`src/design/asgd_pkg.sv`:
```
// Shared types and constants for the accelerometer shake gesture detector.
`default_nettype none
package asgd_pkg;

  // Field widths
  localparam int unsigned AccelW  = 16;
  localparam int unsigned TimeW   = 32;
  localparam int unsigned ThrW    = 34;
  localparam int unsigned MsW     = 16;
  localparam int unsigned CountW  = 4;
  localparam int unsigned MagW    = 34;
  localparam int unsigned CfgAddrW = 3;
  localparam int unsigned CfgDataW = 34;
  localparam int unsigned InDataW  = 80;
  localparam int unsigned OutDataW = 8;

  // Register indexes
  localparam logic [CfgAddrW-1:0] RegThreshold = 3'd0;
  localparam logic [CfgAddrW-1:0] RegDebounce  = 3'd1;
  localparam logic [CfgAddrW-1:0] RegWindow    = 3'd2;
  localparam logic [CfgAddrW-1:0] RegJolts     = 3'd3;
  localparam logic [CfgAddrW-1:0] RegHoldoff   = 3'd4;

  // Register reset values: threshold is (1.2 g * 4096 counts/g)^2, rounded down
  localparam logic [ThrW-1:0]   ThresholdRst = 34'd24159191;
  localparam logic [MsW-1:0]    DebounceRst  = 16'd100;
  localparam logic [MsW-1:0]    WindowRst    = 16'd1500;
  localparam logic [CountW-1:0] JoltsRst     = 4'd8;
  localparam logic [MsW-1:0]    HoldoffRst   = 16'd500;

  typedef struct packed {
    logic [ThrW-1:0]   threshold_sq;
    logic [MsW-1:0]    debounce_ms;
    logic [MsW-1:0]    window_ms;
    logic [CountW-1:0] jolts_needed;
    logic [MsW-1:0]    holdoff_ms;
  } cfg_t;

  typedef struct packed {
    logic signed [AccelW-1:0] accel_x;
    logic signed [AccelW-1:0] accel_y;
    logic signed [AccelW-1:0] accel_z;
    logic [TimeW-1:0]         time_ms;
  } sample_t;

  typedef struct packed {
    logic signed [AccelW-1:0] x;
    logic signed [AccelW-1:0] y;
    logic signed [AccelW-1:0] z;
  } vec_t;

  typedef struct packed {
    logic              sample_ignored;
    logic [CountW-1:0] jolt_count;
    logic              jolt_counted;
    logic              sequence_timeout;
    logic              shake_detected;
  } result_t;

endpackage
`default_nettype wire

```
`src/design/asgd_cfg.sv`:
```
// Configuration register file with index decode and width masking.
`default_nettype none
module asgd_cfg (
  input  wire logic                           clk_i,
  input  wire logic                           rst_ni,
  input  wire logic                           cfg_we_i,
  input  wire logic [asgd_pkg::CfgAddrW-1:0]  cfg_addr_i,
  input  wire logic [asgd_pkg::CfgDataW-1:0]  cfg_wdata_i,
  output asgd_pkg::cfg_t                      cfg_o
);

  asgd_pkg::cfg_t cfg_q;

  // Register writes; unknown indexes are dropped
  always_ff @(posedge clk_i or negedge rst_ni) begin
    if (!rst_ni) begin
      cfg_q.threshold_sq <= asgd_pkg::ThresholdRst;
      cfg_q.debounce_ms  <= asgd_pkg::DebounceRst;
      cfg_q.window_ms    <= asgd_pkg::WindowRst;
      cfg_q.jolts_needed <= asgd_pkg::JoltsRst;
      cfg_q.holdoff_ms   <= asgd_pkg::HoldoffRst;
    end else if (cfg_we_i) begin
      case (cfg_addr_i)
        asgd_pkg::RegThreshold: cfg_q.threshold_sq <= cfg_wdata_i[asgd_pkg::ThrW-1:0];
        asgd_pkg::RegDebounce:  cfg_q.debounce_ms  <= cfg_wdata_i[asgd_pkg::MsW-1:0];
        asgd_pkg::RegWindow:    cfg_q.window_ms    <= cfg_wdata_i[asgd_pkg::MsW-1:0];
        asgd_pkg::RegJolts:     cfg_q.jolts_needed <= cfg_wdata_i[asgd_pkg::CountW-1:0];
        asgd_pkg::RegHoldoff:   cfg_q.holdoff_ms   <= cfg_wdata_i[asgd_pkg::MsW-1:0];
        default: ;
      endcase
    end
  end

  assign cfg_o = cfg_q;

endmodule
`default_nettype wire

```
`src/design/asgd_mag.sv`:
```
// Squared change magnitude between the current and the previous sample.
`default_nettype none
module asgd_mag (
  input  wire asgd_pkg::vec_t              cur_i,
  input  wire asgd_pkg::vec_t              prev_i,
  output logic [asgd_pkg::MagW-1:0]        mag_o
);

  localparam int unsigned DiffW = asgd_pkg::AccelW + 1;
  localparam int unsigned SqW   = 2 * asgd_pkg::AccelW;

  logic signed [DiffW-1:0] dx, dy, dz;
  logic [asgd_pkg::AccelW-1:0] ax, ay, az;
  logic [SqW-1:0] sx, sy, sz;

  // 17-bit differences; magnitude always fits 16 bits unsigned
  assign dx = {cur_i.x[asgd_pkg::AccelW-1], cur_i.x} - {prev_i.x[asgd_pkg::AccelW-1], prev_i.x};
  assign dy = {cur_i.y[asgd_pkg::AccelW-1], cur_i.y} - {prev_i.y[asgd_pkg::AccelW-1], prev_i.y};
  assign dz = {cur_i.z[asgd_pkg::AccelW-1], cur_i.z} - {prev_i.z[asgd_pkg::AccelW-1], prev_i.z};

  always_comb begin
    ax = dx[DiffW-1] ? asgd_pkg::AccelW'(-dx) : dx[asgd_pkg::AccelW-1:0];
    ay = dy[DiffW-1] ? asgd_pkg::AccelW'(-dy) : dy[asgd_pkg::AccelW-1:0];
    az = dz[DiffW-1] ? asgd_pkg::AccelW'(-dz) : dz[asgd_pkg::AccelW-1:0];
  end

  // Three parallel 16x16 squares and their sum
  assign sx = ax * ax;
  assign sy = ay * ay;
  assign sz = az * az;
  assign mag_o = asgd_pkg::MagW'(sx) + asgd_pkg::MagW'(sy) + asgd_pkg::MagW'(sz);

endmodule
`default_nettype wire

```
`src/design/asgd_ctrl.sv`:
```
// Jolt debounce, window, detection and hold-off state with per-sample decision.
`default_nettype none
module asgd_ctrl (
  input  wire logic                        clk_i,
  input  wire logic                        rst_ni,
  input  wire logic                        step_i,
  input  wire asgd_pkg::sample_t           sample_i,
  input  wire logic [asgd_pkg::MagW-1:0]   mag_i,
  input  wire asgd_pkg::cfg_t              cfg_i,
  output asgd_pkg::vec_t                   prev_o,
  output asgd_pkg::result_t                res_o
);

  localparam int unsigned TW = asgd_pkg::TimeW;
  localparam int unsigned CW = asgd_pkg::CountW;

  asgd_pkg::vec_t prev_q, prev_d;
  logic           have_prev_q, have_prev_d;
  logic [CW-1:0]  count_q, count_d;
  logic [TW-1:0]  win_start_q, win_start_d;
  logic [TW-1:0]  last_jolt_q, last_jolt_d;
  logic [TW-1:0]  hold_start_q, hold_start_d;
  logic           hold_act_q, hold_act_d;

  logic [CW-1:0]  needed;
  logic [TW-1:0]  t, hold_el, jolt_el, win_el;
  logic [CW-1:0]  count_j;
  logic [TW-1:0]  win_start_j;
  logic           in_holdoff, jolt;

  assign t       = sample_i.time_ms;
  assign needed  = (cfg_i.jolts_needed == '0) ? CW'(1) : cfg_i.jolts_needed;
  assign hold_el = t - hold_start_q;
  assign jolt_el = t - last_jolt_q;
  assign in_holdoff = hold_act_q && (hold_el < TW'(cfg_i.holdoff_ms));
  assign jolt    = (mag_i > cfg_i.threshold_sq) && (jolt_el > TW'(cfg_i.debounce_ms));

  // Count and window start after this sample's jolt, before detect/timeout
  assign count_j     = jolt ? count_q + CW'(1) : count_q;
  assign win_start_j = (jolt && count_q == '0) ? t : win_start_q;
  assign win_el      = t - win_start_j;

  // Per-sample decision
  always_comb begin
    prev_d       = prev_q;
    have_prev_d  = have_prev_q;
    count_d      = count_q;
    win_start_d  = win_start_q;
    last_jolt_d  = last_jolt_q;
    hold_start_d = hold_start_q;
    hold_act_d   = hold_act_q;
    res_o        = '0;
    if (!have_prev_q) begin
      have_prev_d = 1'b1;
      prev_d.x    = sample_i.accel_x;
      prev_d.y    = sample_i.accel_y;
      prev_d.z    = sample_i.accel_z;
      res_o.sample_ignored = 1'b1;
    end else if (in_holdoff) begin
      res_o.sample_ignored = 1'b1;
    end else begin
      hold_act_d  = 1'b0;
      prev_d.x    = sample_i.accel_x;
      prev_d.y    = sample_i.accel_y;
      prev_d.z    = sample_i.accel_z;
      count_d     = count_j;
      win_start_d = win_start_j;
      if (jolt) begin
        last_jolt_d = t;
        res_o.jolt_counted = 1'b1;
      end
      if (count_j >= needed && win_el <= TW'(cfg_i.window_ms)) begin
        res_o.shake_detected = 1'b1;
        count_d      = '0;
        win_start_d  = '0;
        hold_act_d   = 1'b1;
        hold_start_d = t;
      end else if (win_el > TW'(cfg_i.window_ms) && count_j != '0) begin
        res_o.sequence_timeout = 1'b1;
        count_d     = '0;
        win_start_d = '0;
      end
    end
    res_o.jolt_count = count_d;
  end

  // State registers, updated once per processed sample
  always_ff @(posedge clk_i or negedge rst_ni) begin
    if (!rst_ni) begin
      prev_q       <= '0;
      have_prev_q  <= 1'b0;
      count_q      <= '0;
      win_start_q  <= '0;
      last_jolt_q  <= '0;
      hold_start_q <= '0;
      hold_act_q   <= 1'b0;
    end else if (step_i) begin
      prev_q       <= prev_d;
      have_prev_q  <= have_prev_d;
      count_q      <= count_d;
      win_start_q  <= win_start_d;
      last_jolt_q  <= last_jolt_d;
      hold_start_q <= hold_start_d;
      hold_act_q   <= hold_act_d;
    end
  end

  assign prev_o = prev_q;

  // A detection always leaves an empty count
  a_det_clears: assert property (@(posedge clk_i) disable iff (!rst_ni)
    step_i && res_o.shake_detected |=> count_q == '0)
    else $error("count not cleared after detection");

  // During hold-off no jolts are pending
  a_hold_empty: assert property (@(posedge clk_i) disable iff (!rst_ni)
    hold_act_q |-> count_q == '0 && win_start_q == '0)
    else $error("jolts pending during hold-off");

  // Hold-off can only follow a stored first sample
  a_hold_prev: assert property (@(posedge clk_i) disable iff (!rst_ni)
    hold_act_q |-> have_prev_q)
    else $error("hold-off without a previous sample");

endmodule
`default_nettype wire

```
`src/design/accel_shake_gesture_detector_unit.sv`:
```
// Top level: stream ports, input and result registers, config and datapath.
// Path: a sample passes the input register, then the result register, before its result
//   is offered on the result stream.
// Throughput: one sample per cycle unless stalled; the state update closes between the two registers.
// Reset: rst_ni clears all state and loads the register defaults; samples are
//   accepted from the first cycle after reset is released.
`default_nettype none
module accel_shake_gesture_detector_unit (
  input  wire logic                            clk_i,
  input  wire logic                            rst_ni,
  // Input stream
  input  wire logic                            s_axis_tvalid_i,
  output logic                                 s_axis_tready_o,
  // tdata: accel_x[15:0], accel_y[31:16], accel_z[47:32], time_ms[79:48]
  input  wire logic [asgd_pkg::InDataW-1:0]    s_axis_tdata_i,
  // Result stream
  output logic                                 m_axis_tvalid_o,
  input  wire logic                            m_axis_tready_i,
  // tdata: shake_detected[0], sequence_timeout[1], jolt_counted[2],
  //        jolt_count[6:3], sample_ignored[7]
  output logic [asgd_pkg::OutDataW-1:0]        m_axis_tdata_o,
  // Configuration write port
  input  wire logic                            cfg_we_i,
  input  wire logic [asgd_pkg::CfgAddrW-1:0]   cfg_addr_i,
  input  wire logic [asgd_pkg::CfgDataW-1:0]   cfg_wdata_i
);

  localparam int unsigned AW = asgd_pkg::AccelW;

  asgd_pkg::cfg_t    cfg;
  asgd_pkg::sample_t in_q;
  logic              in_valid_q;
  asgd_pkg::result_t out_q, res;
  logic              out_valid_q;
  asgd_pkg::vec_t    prev, cur;
  logic [asgd_pkg::MagW-1:0] mag;
  logic              advance;

  // Move a sample from the input register into the result register
  assign advance         = in_valid_q && (!out_valid_q || m_axis_tready_i);
  assign s_axis_tready_o = !in_valid_q || advance;

  // Input register
  always_ff @(posedge clk_i or negedge rst_ni) begin
    if (!rst_ni) begin
      in_valid_q <= 1'b0;
    end else if (s_axis_tready_o) begin
      in_valid_q <= s_axis_tvalid_i;
    end
  end

  always_ff @(posedge clk_i) begin
    if (s_axis_tvalid_i && s_axis_tready_o) begin
      in_q.accel_x <= s_axis_tdata_i[AW-1:0];
      in_q.accel_y <= s_axis_tdata_i[2*AW-1:AW];
      in_q.accel_z <= s_axis_tdata_i[3*AW-1:2*AW];
      in_q.time_ms <= s_axis_tdata_i[3*AW+asgd_pkg::TimeW-1:3*AW];
    end
  end

  asgd_cfg u_cfg (
    .clk_i       (clk_i),
    .rst_ni      (rst_ni),
    .cfg_we_i    (cfg_we_i),
    .cfg_addr_i  (cfg_addr_i),
    .cfg_wdata_i (cfg_wdata_i),
    .cfg_o       (cfg)
  );

  assign cur.x = in_q.accel_x;
  assign cur.y = in_q.accel_y;
  assign cur.z = in_q.accel_z;

  asgd_mag u_mag (
    .cur_i  (cur),
    .prev_i (prev),
    .mag_o  (mag)
  );

  asgd_ctrl u_ctrl (
    .clk_i    (clk_i),
    .rst_ni   (rst_ni),
    .step_i   (advance),
    .sample_i (in_q),
    .mag_i    (mag),
    .cfg_i    (cfg),
    .prev_o   (prev),
    .res_o    (res)
  );

  // Result register
  always_ff @(posedge clk_i or negedge rst_ni) begin
    if (!rst_ni) begin
      out_valid_q <= 1'b0;
    end else if (advance) begin
      out_valid_q <= 1'b1;
    end else if (m_axis_tready_i) begin
      out_valid_q <= 1'b0;
    end
  end

  always_ff @(posedge clk_i) begin
    if (advance) begin
      out_q <= res;
    end
  end

  assign m_axis_tvalid_o = out_valid_q;
  assign m_axis_tdata_o  = {out_q.sample_ignored, out_q.jolt_count, out_q.jolt_counted,
                            out_q.sequence_timeout, out_q.shake_detected};

  // A stalled input sample is neither lost nor changed
  a_in_hold: assert property (@(posedge clk_i) disable iff (!rst_ni)
    in_valid_q && !advance |=> in_valid_q && $stable(in_q))
    else $error("input sample lost while stalled");

  // Detection and timeout never occur together, and ignored samples count no jolt and detect nothing
  a_res_excl: assert property (@(posedge clk_i) disable iff (!rst_ni)
    out_valid_q |-> !(out_q.shake_detected && out_q.sequence_timeout) &&
                    !(out_q.sample_ignored && (out_q.jolt_counted || out_q.shake_detected)))
    else $error("inconsistent result flags");

  // A result not taken stays registered
  a_out_hold: assert property (@(posedge clk_i) disable iff (!rst_ni)
    out_valid_q && !m_axis_tready_i |=> out_valid_q && $stable(out_q))
    else $error("result dropped while stalled");

endmodule
`default_nettype wire
```
`config.mk`:
```
export PLATFORM = sky130hd
export DESIGN_NAME = accel_shake_gesture_detector_unit
export DESIGN_NICKNAME = d
export VERILOG_FILES = /design/src/design/asgd_pkg.sv /design/src/design/asgd_cfg.sv /design/src/design/asgd_mag.sv /design/src/design/asgd_ctrl.sv /design/src/design/accel_shake_gesture_detector_unit.sv
export SDC_FILE = /design/constraint.sdc
export NUM_CORES = 2
export LEC_CHECK = 0
export BUFFER_PORTS_ARGS = -buffer_cell sky130_fd_sc_hd__buf_2
export CORE_UTILIZATION = 46
export DETAILED_ROUTE_END_ITERATION = 7
export GPL_TIMING_DRIVEN = 0
export PLACE_DENSITY = 0.65
export REMOVE_ABC_BUFFERS = 1
export SLEW_MARGIN = 20
export SYNTH_ARGS = -nofsm -noshare
export SYNTH_HDL_FRONTEND = slang
export SYNTH_HIERARCHICAL = 1
export SYNTH_SLANG_ARGS = --single-unit
```
`constraint.sdc`:
```
create_clock -name clk_i -period 40.2 [get_ports clk_i]
set_clock_uncertainty 0.05 [all_clocks]
set_input_delay 8.04 -clock clk_i [delete_from_list [all_inputs] [get_ports clk_i]]
set_output_delay 8.04 -clock clk_i [all_outputs]
set_load 0.02 [all_outputs]
```
==> After elaboration in Yosys (flattened, before gate mapping) <==
Index checks and enable logic that the tools add are counted.
W data, S select, Z words.
{ "totals": {"output_inout_bits": 10, "elab_cells": 100, "ff_bits": 326} }
{ "op_classes": {"add_sub_neg": 12, "mux": 20, "bitwise": 2, "mul": 3, "n_lt_le_gt_ge": 6, "reduce_logical": 27, "n_eq_ne": 5} }
{ "op_table": {"columns": ["operator", "count"], "rows": [
  ["$mul A16 B16 Y32", 3],
  ["$mux W32", 3],
  ["$mux W48", 2],
  ["$sub A32 B32 Y32", 3],
  ["$gt A32 B16 Y1", 2],
  ["$sub A16 B16 Y17", 3],
  ["$mux W16", 3],
  ["$neg A16 Y16", 3],
  ["$add A34 B32 Y34", 1],
  ["$gt A34 B34 Y1", 1],
  ["$add A32 B32 Y33", 1],
  ["$le A32 B16 Y1", 1],
  ["$lt A32 B16 Y1", 1],
  ["$mux W4", 6],
  ["$reduce_and A2 Y1", 6],
  ["$logic_not A4 Y1", 2],
  ["$reduce_and A4 Y1", 2],
  ["$logic_and A1 B1 Y1", 7],
  ["$eq A3 B2 Y1 const B", 2],
  ["$mux W1", 6],
  ["$add A4 B1 Y4 const B", 1],
  ["$ge A4 B4 Y1", 1],
  ["$reduce_bool A4 Y1", 1],
  ["$eq A3 B1 Y1 const B", 1],
  ["other kinds (10)", 13]
]} }

==> Depth between registers and ports, before layout <==
{ "depth": {"word_depth": 17, "mapped_depth": 79} }

==> Cells and area by module <==
The synthesis kept the hierarchy.
{ "by_module_without_submodules": {"columns": ["mod", "area_per_inst_um2", "cells_per_inst", "instances", "seq_area_each_um2"], "rows": [
  ["asgd_mag", 25479.4, 2887, 1, 0.0],
  ["asgd_ctrl", 14316.2, 1604, 1, 3753.6],
  ["asgd_cfg", 3299.4, 186, 1, 2190.9],
  ["accel_shake_gesture_detector_unit", 2746.4, 96, 1, 2692.6]
]} }

==> Least setup slack after synthesis <==
OpenSTA, ideal clock, no wires.
{ "synth_timing": {"path_kind": "flip-flop to flip-flop", "from": "register in_q (netlist bit cur[32])", "to": "register u_ctrl.count_q[1]", "path_stages_with_launch": 74, "required_ns": 40.011, "slack_ns": 23.088, "arrival_time_ns": 16.922, "path_cell_list": "edfxtp_1 inv_1 ha_1 inv_1 fa_1 a21o_1 a221oi_4 o21ai_1 o41ai_4 nand3b_1 o211ai_1 buf_2 nor2_1 xor2_2 inv_2 nor2_1 fa_1 fa_1 [38 not listed] o21a_1 nor2_1 o21ai_0 nand2b_1 a21oi_1 xnor2_1 ha_1 nand4_1 or3_1 o32ai_1 and4_1 nand3_1 nor4_1 nand4_1 mux2i_1 mux2i_1 clkbuf_1 o22ai_1"} }
{ "synth_via": {"elab_chain_cells": 17, "elab_cells_between_ends": 22, "cone_classes": "add/sub (5); mul (1); order compare (4); mux (7); reduce/logical (5)"} }
{ "synth_rtl": {"columns": ["element", "line", "text"], "rows": [
  ["from (decl)", "accel_shake_gesture_detector_unit.sv:31", "asgd_pkg::sample_t in_q;"],
  ["$sub A16 B16 Y17 *", "asgd_mag.sv:17", "assign dx = {cur_i.x[asgd_pkg::AccelW-1], cur_i.x} - {prev_i.x[asgd_pkg::AccelW-1], prev_i.x};"],
  ["$neg A16 Y16", "asgd_mag.sv:22", "ax = dx[DiffW-1] ? asgd_pkg::AccelW'(-dx) : dx[asgd_pkg::AccelW-1:0];"],
  ["$mux W16 *", "asgd_mag.sv:22", null],
  ["$mul A16 B16 Y32 *", "asgd_mag.sv:28", "assign sx = ax * ax;"],
  ["$add A32 B32 Y33 *", "asgd_mag.sv:31", "assign mag_o = asgd_pkg::MagW'(sx) + asgd_pkg::MagW'(sy) + asgd_pkg::MagW'(sz);"],
  ["$add A34 B32 Y34 *", "asgd_mag.sv:31", null],
  ["net mag, one bit", "accel_shake_gesture_detector_unit.sv:36", "logic [asgd_pkg::MagW-1:0] mag;"],
  ["$gt A34 B34 Y1 *", "asgd_ctrl.sv:36", "assign jolt = (mag_i > cfg_i.threshold_sq) && (jolt_el > TW'(cfg_i.debounce_ms));"],
  ["[2 not listed]", null, null],
  ["$mux W32", "asgd_ctrl.sv:40", "assign win_start_j = (jolt && count_q == '0) ? t : win_start_q;"],
  ["$sub A32 B32 Y32", "asgd_ctrl.sv:41", "assign win_el = t - win_start_j;"],
  ["$gt A32 B16 Y1", "asgd_ctrl.sv:78", "end else if (win_el > TW'(cfg_i.window_ms) && count_j != '0) begin"],
  ["$logic_and A1 B1 Y1", "asgd_ctrl.sv:78", null],
  ["$mux W4", "asgd_ctrl.sv:78", null],
  ["$mux W4 *", "asgd_ctrl.sv:72", "if (count_j >= needed && win_el <= TW'(cfg_i.window_ms)) begin"],
  ["$mux W4 *", "asgd_ctrl.sv:59", "end else if (in_holdoff) begin"],
  ["$mux W4 *", "asgd_ctrl.sv:53", "if (!have_prev_q) begin"],
  ["to (signal assigned)", "asgd_ctrl.sv:100", "count_q <= count_d;"],
  ["to (decl)", "asgd_ctrl.sv:19", "logic [CW-1:0] count_q, count_d;"]
]} }
The timed path passes the listed nets; every way through them passes the cells marked *.
A chain may end at the register's enable or synchronous reset.

==> Worst setup path after layout <==
{ "layout_timing": {"from": "register in_q (netlist bit cur[32])", "to": "register u_ctrl.hold_start_q[6]"} }
{ "layout_via": {"elab_chain_cells": 14, "elab_cells_between_ends": 16, "cone_classes": "add/sub (5); mul (1); order compare (3); mux (3); reduce/logical (4)"} }
{ "layout_rtl": {"columns": ["element", "line", "text"], "rows": [
  ["$sub A16 B16 Y17 *", "asgd_mag.sv:17", null],
  ["$neg A16 Y16", "asgd_mag.sv:22", null],
  ["$mux W16 *", "asgd_mag.sv:22", null],
  ["$mul A16 B16 Y32 *", "asgd_mag.sv:28", null],
  ["$add A32 B32 Y33 *", "asgd_mag.sv:31", null],
  ["$add A34 B32 Y34 *", "asgd_mag.sv:31", null],
  ["net mag, one bit", "accel_shake_gesture_detector_unit.sv:36", null],
  ["$gt A34 B34 Y1 *", "asgd_ctrl.sv:36", null],
  ["$logic_and A1 B1 Y1 *", "asgd_ctrl.sv:36", null],
  ["$logic_and A1 B1 Y1", "asgd_ctrl.sv:40", null],
  ["$mux W32", "asgd_ctrl.sv:40", null],
  ["$sub A32 B32 Y32", "asgd_ctrl.sv:41", null],
  ["$le A32 B16 Y1", "asgd_ctrl.sv:72", null],
  ["$logic_and A1 B1 Y1 *", "asgd_ctrl.sv:72", null],
  ["$reduce_and A4 Y1 (no source line) *", null, null],
  ["to (signal assigned)", "asgd_ctrl.sv:103", "hold_start_q <= hold_start_d;"],
  ["to (decl)", "asgd_ctrl.sv:22", "logic [TW-1:0] hold_start_q, hold_start_d;"]
]} }
Marked as above.

==> key figures <==
CTS
  • CTS tree: yes
  • Post-CTS setup buffers: 0
  • Cts repair resizes: 0
  • CTS H-tree lvls: 2
  • CTS Buf Count: 43
  • CTS clock-pin slew for the worst setup and hold paths: 0.08 ns
  • CTS root buf: clkbuf_16
  • Clk_lat worst skew: 0.63 ns
  • Clock Tree Buf Depth: 3
  • Post-CTS Hold Buffers: 0
  • Sink Count: 326

Detailed routing
  • Pre-Repair DR Iteration Count: 7
  • Final ANT Viol Nets: 0
  • Drt via density: 5.28
  • Vias: 32700
  • Avg WL per Cell: 17.9 µm
  • DRC errors left: 0
  • First DRT Iteration DRCs: 1725
  • WL final: 111000 µm

Synthesis
  • Synth Register Bits: 326
  • Seq/Total Area, Yosys: 0.188
  • Synth Area in XOR/XNOR: 0.0342
  • Ranking of synthesized cells by area: fa_1, ha_1, dfrtp_1
  • Synth area leader: fa_1
  • Synth warn: 6
  • Main combinational cell family by area after synthesis: adder cells
  • Synth Area in Compound Gates: 0.100
  • Post-synth top area share: 0.271
  • Distinct cells, synth: 100
  • Top-count cell post-synth: inv_1
  • Mux cell area share after synthesis: 0.0681
  • Simple-gate area share of the yosys netlist: 0.103
  • Predominant post-synthesis flop cell: dfrtp_1
  • Mapped Area: 0.0458 mm²
  • Syn avg cell area: 9.60 µm²
  • Commonest cells in the netlist: inv_1, fa_1, ha_1, nor2_1, nand2_1
  • Post-synth EDFFs: 88
  • FFs w/ async S/R, synth: 0.730
  • Post-synthesis cell count: 4773
  • Post-Synth Adder-Cell Area: 0.405

Placement
  • Cell count after placement: 6114
  • Dpl ws: 18.45 ns
  • PortBufs: 131
  • Placer Congestion: 0.944
  • HPWL after detailed placement: 94400 µm

Setup path
  • Worst Path Class, Setup: flip-flop to flip-flop
  • CP Capture Type: flip-flop
  • Slowest CP cell: nand3_2
  • CP dominant cell by count: fa_1
  • Worst path max stage delay: 0.88 ns
  • Crit path DAT: 22.37 ns
  • CP Launch Type: flip-flop
  • Crit path required time: 40.63 ns
  • R2R depth: 69
  • Crit path max fanout: 33

STA
  • FMAX: 45.6 MHz
  • Setup violators final: 0
  • RSZ-0062 raised after global routing: false
  • Final-report hold violation count: 0
  • Max-slew headroom: 0.134
  • Crit share post-route: 0.546
  • Final setup margin: 18.26 ns
  • Max Slew Vio Count: 0
  • Least-Margin Pin Slew: 1.29 ns
  • Fin crit period: 21.94 ns
  • Setup TNS: 0 ns

Die
  • Die area: 0.101 mm²
  • Initial Util: 0.465
  • Die H: 318 µm
  • FP Rows: 115
  • Num ports: 132
  • Core area: 0.0986 mm²
  • DIE WIDTH: 318 µm

Global route
  • Vias in the first global route: 34500
  • First-pass GRT wire length: 182000 µm
  • Busiest layer in global routing: met2
  • Initial antenna violation count: 10
  • GRT overflow: 0
  • GRT Overall Usage: 0.227
  • Global-route track usage on met1: 0.292
  • Met2 Track Usage GR: 0.395
  • Routing usage on met3: 0.0278
  • Largest net degree at the start of global routing: 94

Finish
  • Nets@finish: 6105
  • Layout cells sized above 1: 0.117
  • Finished Layout Cells: 6201
  • Area grow syn2layout: 8.73%

Worst hold path
  • Hold Crit Depth: 1
  • Worst hold path type: flip-flop to flip-flop

Status
  • Status: finished, final reports clean

Flow run
  • Max Cap Viol: 0
==> sequential cells by signal, summed over array words and instances (netlist names), 4 cells and up <==
name,count
m_axis_tdata_o,8
in_q,32
u_ctrl/prev_o,48
u_ctrl/hold_start_q,32
u_ctrl/last_jolt_q,32
u_ctrl/win_start_q,32
u_ctrl/count_q,4
cur,48
u_cfg/cfg_o,86
==> kinds of logic after synthesis <==
family / Yosys count
simple gates: 991
mux: 286
fa+ha+maj: 1110
flops: 326
xor+xnor: 178
buf+inv: 1192
compound gates: 690
==> critical path, delay by kind of cell (launching register included) <==
family,cells,cell delay (ns)
AO/OA/AOI/OAI,20,6.16
XOR/XNOR,2,0.94
adder cells (fa/ha/maj),16,6.54
buffers and inverters,11,1.72
flip-flops,1,0.40
multiplexers,2,1.28
AND/OR/NAND/NOR,18,4.59
==> per-layer routing <==
metal	vias up	part of all wire
met3	188	0.049
met5	-	0
met4	0	0.031
met2	816	0.49
li1	15700	-
met1	16000	0.43
==> layout make-up <==
type	count	area (µm²)
diodes	7	17.5
clock inverters	25	268
repair buffers	162	1160
multi-input cells	3255	32800
well taps	1287	1610
clock buffers	54	1220
inverters	1085	4090
fillers	9005	48700
flip-flops and latches	326	8640
==> per-stage QoR <==
stage / area (µm²) / util / hold slack [ns]
floorplan: 45300 / - / 0.404
global placement: 47500 / 0.482 / 0.419
detailed placement: 48300 / 0.490 / 0.426
CTS: 49800 / 0.505 / 0.439
global route: 49800 / 0.506 / 0.448
finish: 49800 / 0.506 / 0.433
==> cell usage in the layout (no fill, tap or decap), types with 11 or more instances in the layout <==
master and n:
nor2_1 382, a31oi_1 30, o211ai_1 28, o21a_1 46, o21ai_0 109, nand2_1 228, a21o_1 79, nor3_1 46
and3_1 31, or3_1 15, dfrtp_1 207, nor4_1 17, mux2i_1 74, a21boi_0 12, nand3_1 44, xor2_1 58
edfxtp_1 88, buf_2 130, or2_2 46, nor2b_1 26, xnor2_2 14, a21oi_1 210, o21bai_1 14, and2_1 18
a211oi_1 28, clkbuf_16 45, mux2_2 184, nand4_1 40, xnor2_1 94, mux2_1 24, fa_1 621, inv_1 1069
xor2_2 11, buf_6 13, dfstp_2 31, nand2b_1 55, ha_1 489
==> worst paths after layout <==
path	endpoint	slack, ns	startpoint
worst max-delay path	u_ctrl/hold_start_q[6]	18.26	cur[32]
worst min-delay path	u_cfg/cfg_o[82]	0.43	u_cfg/cfg_o[82]
worst max register to register	u_ctrl/hold_start_q[6]	18.26	cur[32]
worst min register to register	u_cfg/cfg_o[82]	0.43	u_cfg/cfg_o[82]
max in group asynchronous	u_cfg/cfg_o[67]	31.88	rst_ni
min in group asynchronous	u_ctrl/win_start_q[2]	7.37	rst_ni
Power is left out: the tool's default activity adds up to more than one toggle a clock period on the data nets, which glitch-free logic cannot reach.
